<file path="config.mk">
export PLATFORM = sky130hd
export DESIGN_NAME = sliding_window_min_variance_delta
export DESIGN_NICKNAME = d
export VERILOG_FILES = /design/src/rtl/swmvd_pkg.sv /design/src/rtl/swmvd_div.sv /design/src/rtl/swmvd_dp.sv /design/src/rtl/swmvd_ctrl.sv /design/src/rtl/sliding_window_min_variance_delta.sv
export SDC_FILE = /design/constraint.sdc
export NUM_CORES = 2
export LEC_CHECK = 0
export BUFFER_PORTS_ARGS = -buffer_cell sky130_fd_sc_hd__buf_2
export CORE_MARGIN = 10
export CORE_UTILIZATION = 64
export DETAILED_ROUTE_END_ITERATION = 10
export PLACE_DENSITY_LB_ADDON = 0.08
export SLEW_MARGIN = 5
export SYNTH_ARGS = -nofsm -noshare
export SYNTH_HDL_FRONTEND = slang
export SYNTH_SLANG_ARGS = --single-unit
</file>
<file path="constraint.sdc">
create_clock -name clk_i -period 11.55 [get_ports clk_i]
set_input_delay 1.7325 -clock clk_i [delete_from_list [all_inputs] [get_ports clk_i]]
set_output_delay 1.7325 -clock clk_i [all_outputs]
set_load 0.01 [all_outputs]
</file>
<file path="src/rtl/swmvd_pkg.sv">
// Shared constants and control types for the sliding window minimum and variance block.
package swmvd_pkg;

  localparam int WINDOW_DEPTH_DEF = 50;
  localparam int RATIO_WIDTH_DEF  = 24;
  localparam int VAR_W            = 48;
  localparam int ACC_W            = 64;
  localparam int DIV_W            = 64;
  localparam int DIV_STEP_W       = $clog2(DIV_W + 1);

  localparam logic [VAR_W-1:0] VAR_MAX = {VAR_W{1'b1}};

  typedef struct packed {
    logic take;
    logic acc_clr;
    logic rd_en;
    logic pass_dev;
    logic div_start;
    logic div_var;
    logic res_load;
  } swmvd_cmd_t;

  typedef struct packed {
    logic pipe_busy;
    logic div_busy;
  } swmvd_sts_t;

endpackage

</file>
<file path="src/rtl/swmvd_div.sv">
// Restoring serial divider, one quotient bit per cycle, dividend left-aligned.
module swmvd_div
  import swmvd_pkg::*;
#(
  parameter int DIVISOR_W = 6
) (
  input  logic                  clk_i,
  input  logic                  rst_ni,
  input  logic                  start_i,
  input  logic [DIV_W-1:0]      dividend_i,
  input  logic [DIVISOR_W-1:0]  divisor_i,
  input  logic [DIV_STEP_W-1:0] steps_i,
  output logic                  busy_o,
  output logic [DIV_W-1:0]      quotient_o
);

  logic [DIV_STEP_W-1:0] cnt_q;
  logic [DIVISOR_W-1:0]  rem_q;
  logic [DIVISOR_W-1:0]  dvs_q;
  logic [DIV_W-1:0]      quo_q;
  logic [DIVISOR_W:0]    trial;
  logic [DIVISOR_W:0]    diff;
  logic                  ge;

  always_comb begin
    trial = {rem_q, quo_q[DIV_W-1]};
    diff  = trial - {1'b0, dvs_q};
    ge    = (trial >= {1'b0, dvs_q});
  end

  always_ff @(posedge clk_i or negedge rst_ni) begin
    if (!rst_ni) begin
      cnt_q <= '0;
    end else if (start_i) begin
      cnt_q <= steps_i;
    end else if (cnt_q != '0) begin
      cnt_q <= cnt_q - 1'b1;
    end
  end

  always_ff @(posedge clk_i) begin
    if (start_i) begin
      rem_q <= '0;
      dvs_q <= divisor_i;
      quo_q <= dividend_i;
    end else if (cnt_q != '0) begin
      rem_q <= ge ? diff[DIVISOR_W-1:0] : trial[DIVISOR_W-1:0];
      quo_q <= {quo_q[DIV_W-2:0], ge};
    end
  end

  assign busy_o     = (cnt_q != '0);
  assign quotient_o = quo_q;

endmodule

</file>
<file path="src/rtl/swmvd_dp.sv">
// Datapath: window memory, delta, minimum and sum pass, deviation squares, result registers.
module swmvd_dp
  import swmvd_pkg::*;
#(
  parameter int WINDOW_DEPTH = WINDOW_DEPTH_DEF,
  parameter int RATIO_WIDTH  = RATIO_WIDTH_DEF,
  parameter int IDX_W        = $clog2(WINDOW_DEPTH),
  parameter int CNT_W        = $clog2(WINDOW_DEPTH + 1)
) (
  input  logic                    clk_i,
  input  logic                    rst_ni,
  input  swmvd_cmd_t              cmd_i,
  input  logic [RATIO_WIDTH-1:0]  ratio_i,
  input  logic [IDX_W-1:0]        rd_addr_i,
  output swmvd_sts_t              sts_o,
  output logic [CNT_W-1:0]        count_o,
  output logic [RATIO_WIDTH:0]    delta_o,
  output logic [RATIO_WIDTH-1:0]  baseline_o,
  output logic [VAR_W-1:0]        variance_o,
  output logic                    full_o
);

  localparam int W     = RATIO_WIDTH;
  localparam int SUM_W = W + CNT_W;

  logic signed [W-1:0]     mem_q [WINDOW_DEPTH];
  logic signed [W-1:0]     rd_data_q;
  logic [IDX_W-1:0]        wr_idx_q;
  logic [IDX_W-1:0]        wr_idx_d;
  logic                    full_q;
  logic signed [W-1:0]     prev_q;
  logic signed [W:0]       delta_q;
  logic                    v1_q, v2_q, v3_q;
  logic                    first_q;
  logic signed [W-1:0]     min_q;
  logic signed [SUM_W-1:0] sum_q;
  logic                    sum_neg_q;
  logic signed [W:0]       mean_q;
  logic [W-1:0]            abs_q;
  logic [2*W-1:0]          sq_q;
  logic [ACC_W-1:0]        acc_q;
  logic [ACC_W:0]          acc_sum;
  logic                    div_run_q;
  logic                    div_var_q;
  logic [VAR_W-1:0]        var_q;

  logic [SUM_W-1:0]        sum_mag;
  logic [DIV_W-1:0]        div_dividend;
  logic [DIV_STEP_W-1:0]   div_steps;
  logic                    div_busy;
  logic [DIV_W-1:0]        div_quo;
  logic [W-1:0]            mean_mag;
  logic signed [W+1:0]     dev;
  logic [W+1:0]            dev_abs;

  logic [W:0]              out_delta_q;
  logic [W-1:0]            out_base_q;
  logic [VAR_W-1:0]        out_var_q;
  logic                    out_full_q;

  assign wr_idx_d = (wr_idx_q == IDX_W'(WINDOW_DEPTH - 1)) ? '0 : wr_idx_q + 1'b1;
  assign count_o  = full_q ? CNT_W'(WINDOW_DEPTH) : CNT_W'(wr_idx_q);

  always_ff @(posedge clk_i) begin
    if (cmd_i.take) begin
      mem_q[wr_idx_q] <= $signed(ratio_i);
    end
    if (cmd_i.rd_en) begin
      rd_data_q <= mem_q[rd_addr_i];
    end
  end

  always_ff @(posedge clk_i or negedge rst_ni) begin
    if (!rst_ni) begin
      wr_idx_q <= '0;
      full_q   <= 1'b0;
      prev_q   <= '0;
    end else if (cmd_i.take) begin
      wr_idx_q <= wr_idx_d;
      prev_q   <= $signed(ratio_i);
      if (wr_idx_d == '0) begin
        full_q <= 1'b1;
      end
    end
  end

  always_ff @(posedge clk_i) begin
    if (cmd_i.take) begin
      delta_q <= (W+1)'($signed(ratio_i)) - (W+1)'(prev_q);
    end
  end

  always_ff @(posedge clk_i or negedge rst_ni) begin
    if (!rst_ni) begin
      v1_q <= 1'b0;
      v2_q <= 1'b0;
      v3_q <= 1'b0;
    end else begin
      v1_q <= cmd_i.rd_en;
      v2_q <= v1_q & cmd_i.pass_dev;
      v3_q <= v2_q;
    end
  end

  assign sts_o.pipe_busy = v1_q | v2_q | v3_q;

  always_ff @(posedge clk_i or negedge rst_ni) begin
    if (!rst_ni) begin
      first_q <= 1'b0;
    end else if (cmd_i.acc_clr) begin
      first_q <= 1'b1;
    end else if (v1_q && !cmd_i.pass_dev) begin
      first_q <= 1'b0;
    end
  end

  assign dev     = (W+2)'(rd_data_q) - (W+2)'(mean_q);
  assign dev_abs = dev[W+1] ? (W+2)'(-dev) : (W+2)'(dev);
  assign acc_sum = {1'b0, acc_q} + (ACC_W+1)'(sq_q);

  always_ff @(posedge clk_i) begin
    if (cmd_i.acc_clr) begin
      sum_q <= '0;
      acc_q <= '0;
    end else begin
      if (v1_q && !cmd_i.pass_dev) begin
        if (first_q || rd_data_q < min_q) begin
          min_q <= rd_data_q;
        end
        sum_q <= sum_q + SUM_W'(rd_data_q);
      end
      if (v3_q) begin
        acc_q <= acc_sum[ACC_W] ? {ACC_W{1'b1}} : acc_sum[ACC_W-1:0];
      end
    end
    if (v1_q && cmd_i.pass_dev) begin
      abs_q <= dev_abs[W-1:0];
    end
    if (v2_q) begin
      sq_q <= abs_q * abs_q;
    end
  end

  assign sum_mag      = sum_q[SUM_W-1] ? SUM_W'(-sum_q) : SUM_W'(sum_q);
  assign div_dividend = cmd_i.div_var ? DIV_W'(acc_q)
                                      : (DIV_W'(sum_mag) << (DIV_W - SUM_W));
  assign div_steps    = cmd_i.div_var ? DIV_STEP_W'(DIV_W) : DIV_STEP_W'(SUM_W);

  swmvd_div #(
    .DIVISOR_W (CNT_W)
  ) u_div (
    .clk_i      (clk_i),
    .rst_ni     (rst_ni),
    .start_i    (cmd_i.div_start),
    .dividend_i (div_dividend),
    .divisor_i  (count_o),
    .steps_i    (div_steps),
    .busy_o     (div_busy),
    .quotient_o (div_quo)
  );

  assign mean_mag = div_quo[W-1:0];

  always_ff @(posedge clk_i or negedge rst_ni) begin
    if (!rst_ni) begin
      div_run_q <= 1'b0;
    end else if (cmd_i.div_start) begin
      div_run_q <= 1'b1;
    end else if (!div_busy) begin
      div_run_q <= 1'b0;
    end
  end

  assign sts_o.div_busy = div_run_q;

  always_ff @(posedge clk_i) begin
    if (cmd_i.div_start) begin
      div_var_q <= cmd_i.div_var;
      sum_neg_q <= sum_q[SUM_W-1];
    end
    if (div_run_q && !div_busy) begin
      if (div_var_q) begin
        var_q <= (|div_quo[DIV_W-1:VAR_W]) ? VAR_MAX : div_quo[VAR_W-1:0];
      end else begin
        mean_q <= sum_neg_q ? -$signed({1'b0, mean_mag}) : $signed({1'b0, mean_mag});
      end
    end
    if (cmd_i.res_load) begin
      out_delta_q <= delta_q;
      out_base_q  <= min_q;
      out_var_q   <= var_q;
      out_full_q  <= full_q;
    end
  end

  assign delta_o    = out_delta_q;
  assign baseline_o = out_base_q;
  assign variance_o = out_var_q;
  assign full_o     = out_full_q;

endmodule

</file>
<file path="src/rtl/swmvd_ctrl.sv">
// Controller: sequences the write, the two window passes, the two divisions and the result beat.
module swmvd_ctrl
  import swmvd_pkg::*;
#(
  parameter int WINDOW_DEPTH = WINDOW_DEPTH_DEF,
  parameter int IDX_W        = $clog2(WINDOW_DEPTH),
  parameter int CNT_W        = $clog2(WINDOW_DEPTH + 1)
) (
  input  logic             clk_i,
  input  logic             rst_ni,
  input  logic             in_valid_i,
  output logic             in_ready_o,
  output logic             out_valid_o,
  input  logic             out_ready_i,
  input  swmvd_sts_t       sts_i,
  input  logic [CNT_W-1:0] count_i,
  output swmvd_cmd_t       cmd_o,
  output logic [IDX_W-1:0] rd_addr_o
);

  typedef enum logic [3:0] {
    ST_IDLE,
    ST_SCAN,
    ST_SCAN_DRAIN,
    ST_MEAN_DIV,
    ST_MEAN_WAIT,
    ST_DEV,
    ST_DEV_DRAIN,
    ST_VAR_DIV,
    ST_VAR_WAIT,
    ST_DONE
  } state_e;

  state_e           state_q, state_d;
  logic [CNT_W-1:0] idx_q, idx_d;
  logic             out_valid_q, out_valid_d;
  logic             last;

  assign last = (idx_q == count_i - CNT_W'(1));

  always_comb begin
    state_d     = state_q;
    idx_d       = idx_q;
    out_valid_d = out_valid_q & ~out_ready_i;
    cmd_o       = '0;
    unique case (state_q)
      ST_IDLE: begin
        if (in_valid_i) begin
          cmd_o.take    = 1'b1;
          cmd_o.acc_clr = 1'b1;
          idx_d         = '0;
          state_d       = ST_SCAN;
        end
      end
      ST_SCAN: begin
        cmd_o.rd_en = 1'b1;
        idx_d       = idx_q + 1'b1;
        if (last) begin
          idx_d   = '0;
          state_d = ST_SCAN_DRAIN;
        end
      end
      ST_SCAN_DRAIN: begin
        if (!sts_i.pipe_busy) begin
          state_d = ST_MEAN_DIV;
        end
      end
      ST_MEAN_DIV: begin
        cmd_o.div_start = 1'b1;
        state_d         = ST_MEAN_WAIT;
      end
      ST_MEAN_WAIT: begin
        if (!sts_i.div_busy) begin
          state_d = ST_DEV;
        end
      end
      ST_DEV: begin
        cmd_o.rd_en    = 1'b1;
        cmd_o.pass_dev = 1'b1;
        idx_d          = idx_q + 1'b1;
        if (last) begin
          idx_d   = '0;
          state_d = ST_DEV_DRAIN;
        end
      end
      ST_DEV_DRAIN: begin
        cmd_o.pass_dev = 1'b1;
        if (!sts_i.pipe_busy) begin
          state_d = ST_VAR_DIV;
        end
      end
      ST_VAR_DIV: begin
        cmd_o.div_start = 1'b1;
        cmd_o.div_var   = 1'b1;
        state_d         = ST_VAR_WAIT;
      end
      ST_VAR_WAIT: begin
        if (!sts_i.div_busy) begin
          state_d = ST_DONE;
        end
      end
      ST_DONE: begin
        if (!out_valid_q || out_ready_i) begin
          cmd_o.res_load = 1'b1;
          out_valid_d    = 1'b1;
          state_d        = ST_IDLE;
        end
      end
      default: begin
        state_d = ST_IDLE;
      end
    endcase
  end

  always_ff @(posedge clk_i or negedge rst_ni) begin
    if (!rst_ni) begin
      state_q     <= ST_IDLE;
      idx_q       <= '0;
      out_valid_q <= 1'b0;
    end else begin
      state_q     <= state_d;
      idx_q       <= idx_d;
      out_valid_q <= out_valid_d;
    end
  end

  assign in_ready_o  = (state_q == ST_IDLE);
  assign out_valid_o = out_valid_q;
  assign rd_addr_o   = idx_q[IDX_W-1:0];

endmodule

</file>
<file path="src/rtl/sliding_window_min_variance_delta.sv">
// Top level of the sliding window minimum, variance and delta block.
// Input channel s_axis: one beat carries one ratio sample (signed Q8.16).
// Output channel m_axis: one beat per sample with the delta to the previous
// sample, the minimum over the valid window entries, the population variance
// (unsigned Q16.32, saturating) in tdata, and the window-full flag in tuser.
// Each sample is written into a circular window of WINDOW_DEPTH entries; the
// valid entries are then read twice through the single memory read port, once
// for minimum and sum, once for the squared deviations, with a serial divider
// (one quotient bit per cycle) for the mean and for the variance.
// One sample is processed at a time: s_axis_tready is high only while the
// block is idle, from the cycle after each result is loaded, so a new sample
// is not taken before the block is through with the last one.
// The result sits in an output register, so the next sample is taken while the
// previous beat still waits; if the receiver stalls longer, the finished result
// holds until the output register frees.
// Reset clears the write index, the full flag and the previous sample; no
// clearing pass is needed since only written entries are ever read.
module sliding_window_min_variance_delta
  import swmvd_pkg::*;
#(
  parameter int WINDOW_DEPTH = WINDOW_DEPTH_DEF,
  parameter int RATIO_WIDTH  = RATIO_WIDTH_DEF
) (
  input  logic                                              clk_i,
  input  logic                                              rst_ni,
  input  logic                                              s_axis_tvalid,
  output logic                                              s_axis_tready,
  // ratio_in
  input  logic [((RATIO_WIDTH + 7) / 8) * 8 - 1:0]          s_axis_tdata,
  output logic                                              m_axis_tvalid,
  input  logic                                              m_axis_tready,
  // delta_out, baseline_out, variance_out
  output logic [((2 * RATIO_WIDTH + VAR_W + 8) / 8) * 8 - 1:0] m_axis_tdata,
  // window_full_out
  output logic                                              m_axis_tuser
);

  localparam int IDX_W = $clog2(WINDOW_DEPTH);
  localparam int CNT_W = $clog2(WINDOW_DEPTH + 1);
  localparam int OUT_W = ((2 * RATIO_WIDTH + VAR_W + 8) / 8) * 8;

  swmvd_cmd_t             cmd;
  swmvd_sts_t             sts;
  logic [CNT_W-1:0]       count;
  logic [IDX_W-1:0]       rd_addr;
  logic [RATIO_WIDTH:0]   delta;
  logic [RATIO_WIDTH-1:0] baseline;
  logic [VAR_W-1:0]       variance;

  swmvd_ctrl #(
    .WINDOW_DEPTH (WINDOW_DEPTH),
    .IDX_W        (IDX_W),
    .CNT_W        (CNT_W)
  ) u_ctrl (
    .clk_i       (clk_i),
    .rst_ni      (rst_ni),
    .in_valid_i  (s_axis_tvalid),
    .in_ready_o  (s_axis_tready),
    .out_valid_o (m_axis_tvalid),
    .out_ready_i (m_axis_tready),
    .sts_i       (sts),
    .count_i     (count),
    .cmd_o       (cmd),
    .rd_addr_o   (rd_addr)
  );

  swmvd_dp #(
    .WINDOW_DEPTH (WINDOW_DEPTH),
    .RATIO_WIDTH  (RATIO_WIDTH),
    .IDX_W        (IDX_W),
    .CNT_W        (CNT_W)
  ) u_dp (
    .clk_i      (clk_i),
    .rst_ni     (rst_ni),
    .cmd_i      (cmd),
    .ratio_i    (s_axis_tdata[RATIO_WIDTH-1:0]),
    .rd_addr_i  (rd_addr),
    .sts_o      (sts),
    .count_o    (count),
    .delta_o    (delta),
    .baseline_o (baseline),
    .variance_o (variance),
    .full_o     (m_axis_tuser)
  );

  assign m_axis_tdata = OUT_W'({variance, baseline, delta});

endmodule

</file>
-- Word-level counts from Yosys, hierarchy flattened
Memory sizes are Yosys's and may differ from the RTL's. A register that Yosys moved wholly into a read port is not among the register bits.
Index checks and enable logic that the tools add are counted.
- register bits after elaboration: 518
- output and inout port bits: 107
- memory bits (writable): 1200
- bits of input ports: 28
- word-level logic and storage cells: 138
- memories kept: 1
- memory list (name ; words ; bits a word ; read ports ; clocked after memory_dff ; wr ports ; RTL line ; source):
    u_dp.mem_q ; 50 ; 24 ; 1 ; 1 ; 1 ; swmvd_dp.sv:26 ; logic signed [W-1:0] mem_q [WINDOW_DEPTH];
- eq/ne operators: 20
- $add $sub $neg: 12
- bitwise operators: 7
- reductions and logical operators: 24
- magnitude comparators: 2
- multiplexer cells: 41
- multiply operators: 1
- operators with widths (cell ; count):
    2-to-1 mux 64 bit ; 4
    adder 64 x 48 -> 65 bit ; 1
    multiplier 24 x 24 -> 48 bit ; 1
    2-to-1 mux 24 bit ; 2
    one-hot mux 4 bit (10 select lines) ; 1
    2-to-1 mux 4 bit ; 8
    adder 30 x 24 -> 30 bit ; 1
    2-to-1 mux 30 bit ; 1
    2-to-1 mux 6 bit ; 5
    negator 30 bit ; 1
    subtractor 24 x 25 -> 26 bit ; 1
    negator 24 -> 25 bit ; 1
    subtractor 24 x 24 -> 25 bit ; 1
    < comparator 24 bit ; 1
    negator 24 bit ; 1
    2-to-1 mux 7 bit ; 3
    == test 4 x 3 -> 1 bit, second input constant ; 4
    OR reduction 16 bit ; 1
    2-to-1 mux 1 bit ; 14
    adder 6 x 1 -> 6 bit, second input constant ; 2
    != test 2 bit, second input constant ; 6
    one-hot mux 6 bit (2 select lines) ; 1
    == test 4 x 2 -> 1 bit, second input constant ; 2
    == test 4 bit, second input constant ; 2
    other kinds (23) ; 42

-- Longest topological paths before layout
- depth in word-level cells: 7
- gate-level depth with buffers: 28
- depth with buffers taken out: 27

-- By module
Synthesis repeated with hierarchy kept, for this count alone.
- cells, all modules: 6171
- area total of the unflattened synthesis: 90345.4 µm²
- modules (own cells, without submodules) (module ; cells an instance ; times used ; area an instance (µm²) ; seq. area each (µm²)):
    swmvd_dp ; 5797 ; 1 ; 85613.4 ; 48336.4
    swmvd_div ; 262 ; 1 ; 3842.4 ; 2397.3
    swmvd_ctrl ; 104 ; 1 ; 833.3 ; 275.3
    sliding_window_min_variance_delta ; 8 ; 1 ; 56.3 ; 0.0

-- Worst setup path after synthesis
No wires, ideal clock.
- kind: input to register
- from: input port m_axis_tready
- to: register u_dp.out_base_q[0], in the netlist u_dp.baseline_o[0] (enable)
- stages on the path: 2
- path buffers: 0
- setup slack: 1.934 ns
- required time: 10.855 ns
- setup time: 0.695 ns
- data arrival time: 8.921 ns
- cells stage by stage: nand2b_1 -> nor3b_1
- RTL lines (what ; RTL line ; source):
    from (decl) ; sliding_window_min_variance_delta.sv:31 ; input logic m_axis_tready,
    to (signal assigned) ; swmvd_dp.sv:190 ; out_base_q <= min_q;
    to (decl) ; swmvd_dp.sv:57 ; logic [W-1:0] out_base_q;

-- Final worst setup path
- from: register u_dp.abs_q[14]
- to: register u_dp.sq_q[46] (data pin)
- cells in the longest elaborated chain, start to end: 1
- ends and longest elaborated chain (what ; RTL line ; source):
    from (decl) ; swmvd_dp.sv:39 ; logic [W-1:0] abs_q;
    from (signal assigned) ; swmvd_dp.sv:137 ; abs_q <= dev_abs[W-1:0];
    multiplier 24 x 24 -> 48 bit ; swmvd_dp.sv:140 ; sq_q <= abs_q * abs_q;
    to (signal assigned) ; swmvd_dp.sv:140 ;
    to (decl) ; swmvd_dp.sv:40 ; logic [2*W-1:0] sq_q;
Every way passes these cells.
A chain may end at the register's enable or synchronous reset.

==> flow_summary.toml <==
[outcome]
result_of_the_run = "finished, final reports clean"

[global_routing]
globalRouteTotalUtil_pct = 29.3
grt_antenna_before_repair = 8
grt-ovfl-total = 0
first_global_vias = 53700
grt_first_pass_wirelength_um = 343000
grt_max_degree = 136

[logic_synthesis]
synth_commonest_cells = "sky130_fd_sc_hd__edfxtp_1, sky130_fd_sc_hd__inv_1, sky130_fd_sc_hd__nand2_1"
syn_area_per_cell_sq_um = 14.3
syn-cell-area_sq_mm = 0.0900
yosysSeqAreaShare_pct = 56.7
synth_largest_area_cell = "sky130_fd_sc_hd__edfxtp_1"
ys_async_sr_fraction_pct = 3.10
synth_enable_flop_cells = 1587
yosysTopAreaCellShare_pct = 53.0
synth.yosys.warnings = 0
yosysMostFrequentCell = "sky130_fd_sc_hd__edfxtp_1"
synthCells = 6284
yosys_most_used_dff = "sky130_fd_sc_hd__edfxtp_1"
post_synth_main_area_contributors = "sky130_fd_sc_hd__edfxtp_1, sky130_fd_sc_hd__mux4_2, sky130_fd_sc_hd__fa_1, sky130_fd_sc_hd__ha_1, sky130_fd_sc_hd__inv_1"
synth.ff_latch_count = 1741
synth.lib_cells_used.distinct = 85

[floorplanning]
core_area_sq_mm = 0.140
dieArea_sq_mm = 0.156
floorplan.initialDensity_pct = 64.5
floorplan.die.width_um = 395
fp.dieH_um = 395
ioPinCount = 135
floorplan.rows = 137

[clock_tree]
worstSkewPairLatency_ps = 800
hold_buffers = 0
cts_tree = "done"
cts.clk_slew.worst_paths_ps = 60
cts_max_path_bufs = 3
clkSinkCount = 1741
cts_made_buffers = 173
cts_max_level = 4
cts_root_buf = "sky130_fd_sc_hd__clkbuf_16"
postcts_resize_cnt = 0
cts.repair_timing.setup_buffer_count = 0

[timing]
max_freq_ghz = 0.119
timing.final.setup_violations = 0
relSlewSlack_pct = 21.9
setup_total_negative_slack_ps = 0
worst_clock_skew_ps = 41.3
fin_crit_ps = 8380
final_hold_viol_count = 0
grt_setup_unrepaired = "false"
final_critical_path_setup_slack_ps = 3170
drv_slew = 0
max_slew.worst_pin.slew_ps = 1170
finalCritPeriodShare_pct = 72.5

[placement]
routabilityCongestion = 0.903
post-dp-hpwl_um = 146000
detailed_place.area_sq_mm = 0.0931
pre_cts_slack_ps = 3240
number_of_buffers_inserted_by_port_buffering = 127

[worst_setup_path]
worst_setup_path_startpoint = "u_dp.abs_q[14]"
regToRegStartpoint = "u_dp.abs_q[14]"
worst-r2r-cell-count = 26
rrSetupSlack_ps = 3170
worst-endpoint-required_ps = 12060
timing.rr.end = "u_dp.sq_q[46]"
worst_ep_arrival_time_ps = 8890
timing.setup.critical_path_class = "flop to flop"
crit_path_start_kind = "flop"
cp_max_fo = 25
crit_path_end_kind = "flop"

[detailed_routing]
drt_wl_total_um = 228000
post_drt_wl_per_cell_um = 26.9
drt_drc_violations_left = 0
drt_pass1_iterations = 6
detail-route-antenna-nets = 0
via_per_instance_ratio = 6.20
vias = 52500
dr.first_iter.drc_count = 5088

[min_path]
min_delay_path_depth = 0
min_from = "u_dp.var_q[9]"
class_of_the_tightest_hold_or_removal_check = "flop to flop"
timing.hold.worst_endpoint = "u_dp.variance_o[9]"

[final_layout]
final_area_sq_mm = 0.0988
final_layout_size_suffix_gt1_share_pct = 16.0
fin_nets = 7234
area_growth_pct = 9.79
nFillCells = 9315

[run]
max_cap_violations = 0
==> cell usage in the layout (no fill, tap or decap), types with 31 or more instances in the layout <==
| cell type | n |
|---|---|
| sky130_fd_sc_hd__buf_2 | 127 |
| sky130_fd_sc_hd__a21oi_1 | 289 |
| sky130_fd_sc_hd__nor2_1 | 177 |
| sky130_fd_sc_hd__a31oi_1 | 34 |
| sky130_fd_sc_hd__nor2_2 | 51 |
| sky130_fd_sc_hd__o21ai_0 | 246 |
| sky130_fd_sc_hd__nand2b_1 | 31 |
| sky130_fd_sc_hd__dfrtp_1 | 47 |
| sky130_fd_sc_hd__xnor2_1 | 155 |
| sky130_fd_sc_hd__dfxtp_1 | 100 |
| sky130_fd_sc_hd__nand2_1 | 470 |
| sky130_fd_sc_hd__clkbuf_1 | 38 |
| sky130_fd_sc_hd__nand3_1 | 91 |
| sky130_fd_sc_hd__ha_1 | 339 |
| sky130_fd_sc_hd__inv_1 | 721 |
| sky130_fd_sc_hd__nor2b_1 | 43 |
| sky130_fd_sc_hd__mux4_2 | 384 |
| sky130_fd_sc_hd__nand4_1 | 36 |
| sky130_fd_sc_hd__edfxtp_1 | 1587 |
| sky130_fd_sc_hd__xor2_1 | 99 |
| sky130_fd_sc_hd__fa_1 | 426 |
| sky130_fd_sc_hd__or2_2 | 59 |
| sky130_fd_sc_hd__and2_1 | 126 |
| sky130_fd_sc_hd__clkbuf_16 | 174 |
| sky130_fd_sc_hd__nor3_1 | 50 |
| sky130_fd_sc_hd__clkinv_2 | 34 |
| sky130_fd_sc_hd__buf_4 | 117 |
| sky130_fd_sc_hd__a21o_1 | 105 |
==> layer usage <==
metal | vias to the layer above | routed length [um] | GRT usage [%]
met5 | - | 58 | 0
met1 | 26800 | 87400 | 38.5
met4 | 8 | 7910 | 9.74
li1 | 23100 | - | -
met2 | 2259 | 115000 | 49.8
met3 | 399 | 17000 | 4.83
==> cell type report <==
class	instances	area (sq um)	area share, %
Clock inverter	101	1160	1.17
Clock buffer	216	4550	4.61
Tap cell	1876	2350	2.38
Antenna cell	3	7.51	0.00760
Timing Repair Buffer	247	1570	1.59
Multi-Input combinational cell	3555	35400	35.8
Inverter	723	2720	2.75
Sequential cell	1741	51000	51.7
==> flip-flops by register name (all words and copies together) (netlist names), 24 cells and up <==
register,flops
u_dp.mem_q,1200
u_dp.delta_o,25
u_dp.abs_q,24
u_dp.acc_q,64
u_dp.sum_q,30
u_dp.delta_q,25
u_dp.mean_q,25
u_dp.min_q,24
u_dp.sq_q,47
u_dp.var_q,48
u_dp.baseline_o,24
u_dp.variance_o,48
u_dp.prev_q,24
u_dp.u_div.quotient_o,64
u_dp.rd_data_q,24
==> worst max path at each step <==
stage                         endpoint  slack [ps]  cells after the start
floorplan           u_dp.baseline_o[0]        1930                      2
global route             u_dp.sq_q[46]        2750                     26
CTS                      u_dp.sq_q[46]        3230                     26
detailed placement       u_dp.sq_q[46]        3240                     26
global placement         u_dp.sq_q[46]        3290                     26
finish                   u_dp.sq_q[46]        3170                     26
==> cells by family after synthesis <==
family | count (synthesis) | synth area share, %
compound gates | 867 | 5.82
xor+xnor | 254 | 2.47
fa+ha+maj | 765 | 14.2
buf+inv | 994 | 4.18
flops | 1741 | 56.7
mux | 415 | 9.99
other cells | 1 | 0.00417
simple gates | 1247 | 6.64
==> critical path, stage by stage (launching register included) <==
cell and delay [ps]:
sky130_fd_sc_hd__edfxtp_1 1120, sky130_fd_sc_hd__nand2_1 260, sky130_fd_sc_hd__fa_1 590, sky130_fd_sc_hd__inv_1 50, sky130_fd_sc_hd__fa_1 530, sky130_fd_sc_hd__inv_1 60
sky130_fd_sc_hd__fa_1 530, sky130_fd_sc_hd__inv_1 50, sky130_fd_sc_hd__fa_1 490, sky130_fd_sc_hd__inv_1 50, sky130_fd_sc_hd__fa_1 530, sky130_fd_sc_hd__inv_1 50
sky130_fd_sc_hd__fa_1 480, sky130_fd_sc_hd__inv_1 50, sky130_fd_sc_hd__fa_1 470, sky130_fd_sc_hd__inv_1 40, sky130_fd_sc_hd__ha_1 370, sky130_fd_sc_hd__and4_1 240
sky130_fd_sc_hd__and4_1 210, sky130_fd_sc_hd__o211ai_1 120, sky130_fd_sc_hd__a31oi_1 530, sky130_fd_sc_hd__a21oi_1 190, sky130_fd_sc_hd__o21a_1 210, sky130_fd_sc_hd__o21ai_0 290
sky130_fd_sc_hd__a31oi_1 220, sky130_fd_sc_hd__o21ai_0 250, sky130_fd_sc_hd__xor2_1 100
==> through the flow <==
stage                     util [%]  cells  hold slack, ps
after floorplan                  -   6290             400
after global routing          70.8   8459             421
after CTS                     70.8   8459             416
after detailed placement      66.7   8142             405
final                         70.8   8462             416
after global placement        66.7   8142             401
Power is not shown: default switching activity piles up to over one toggle a cycle in this logic, so the estimate is an artifact.
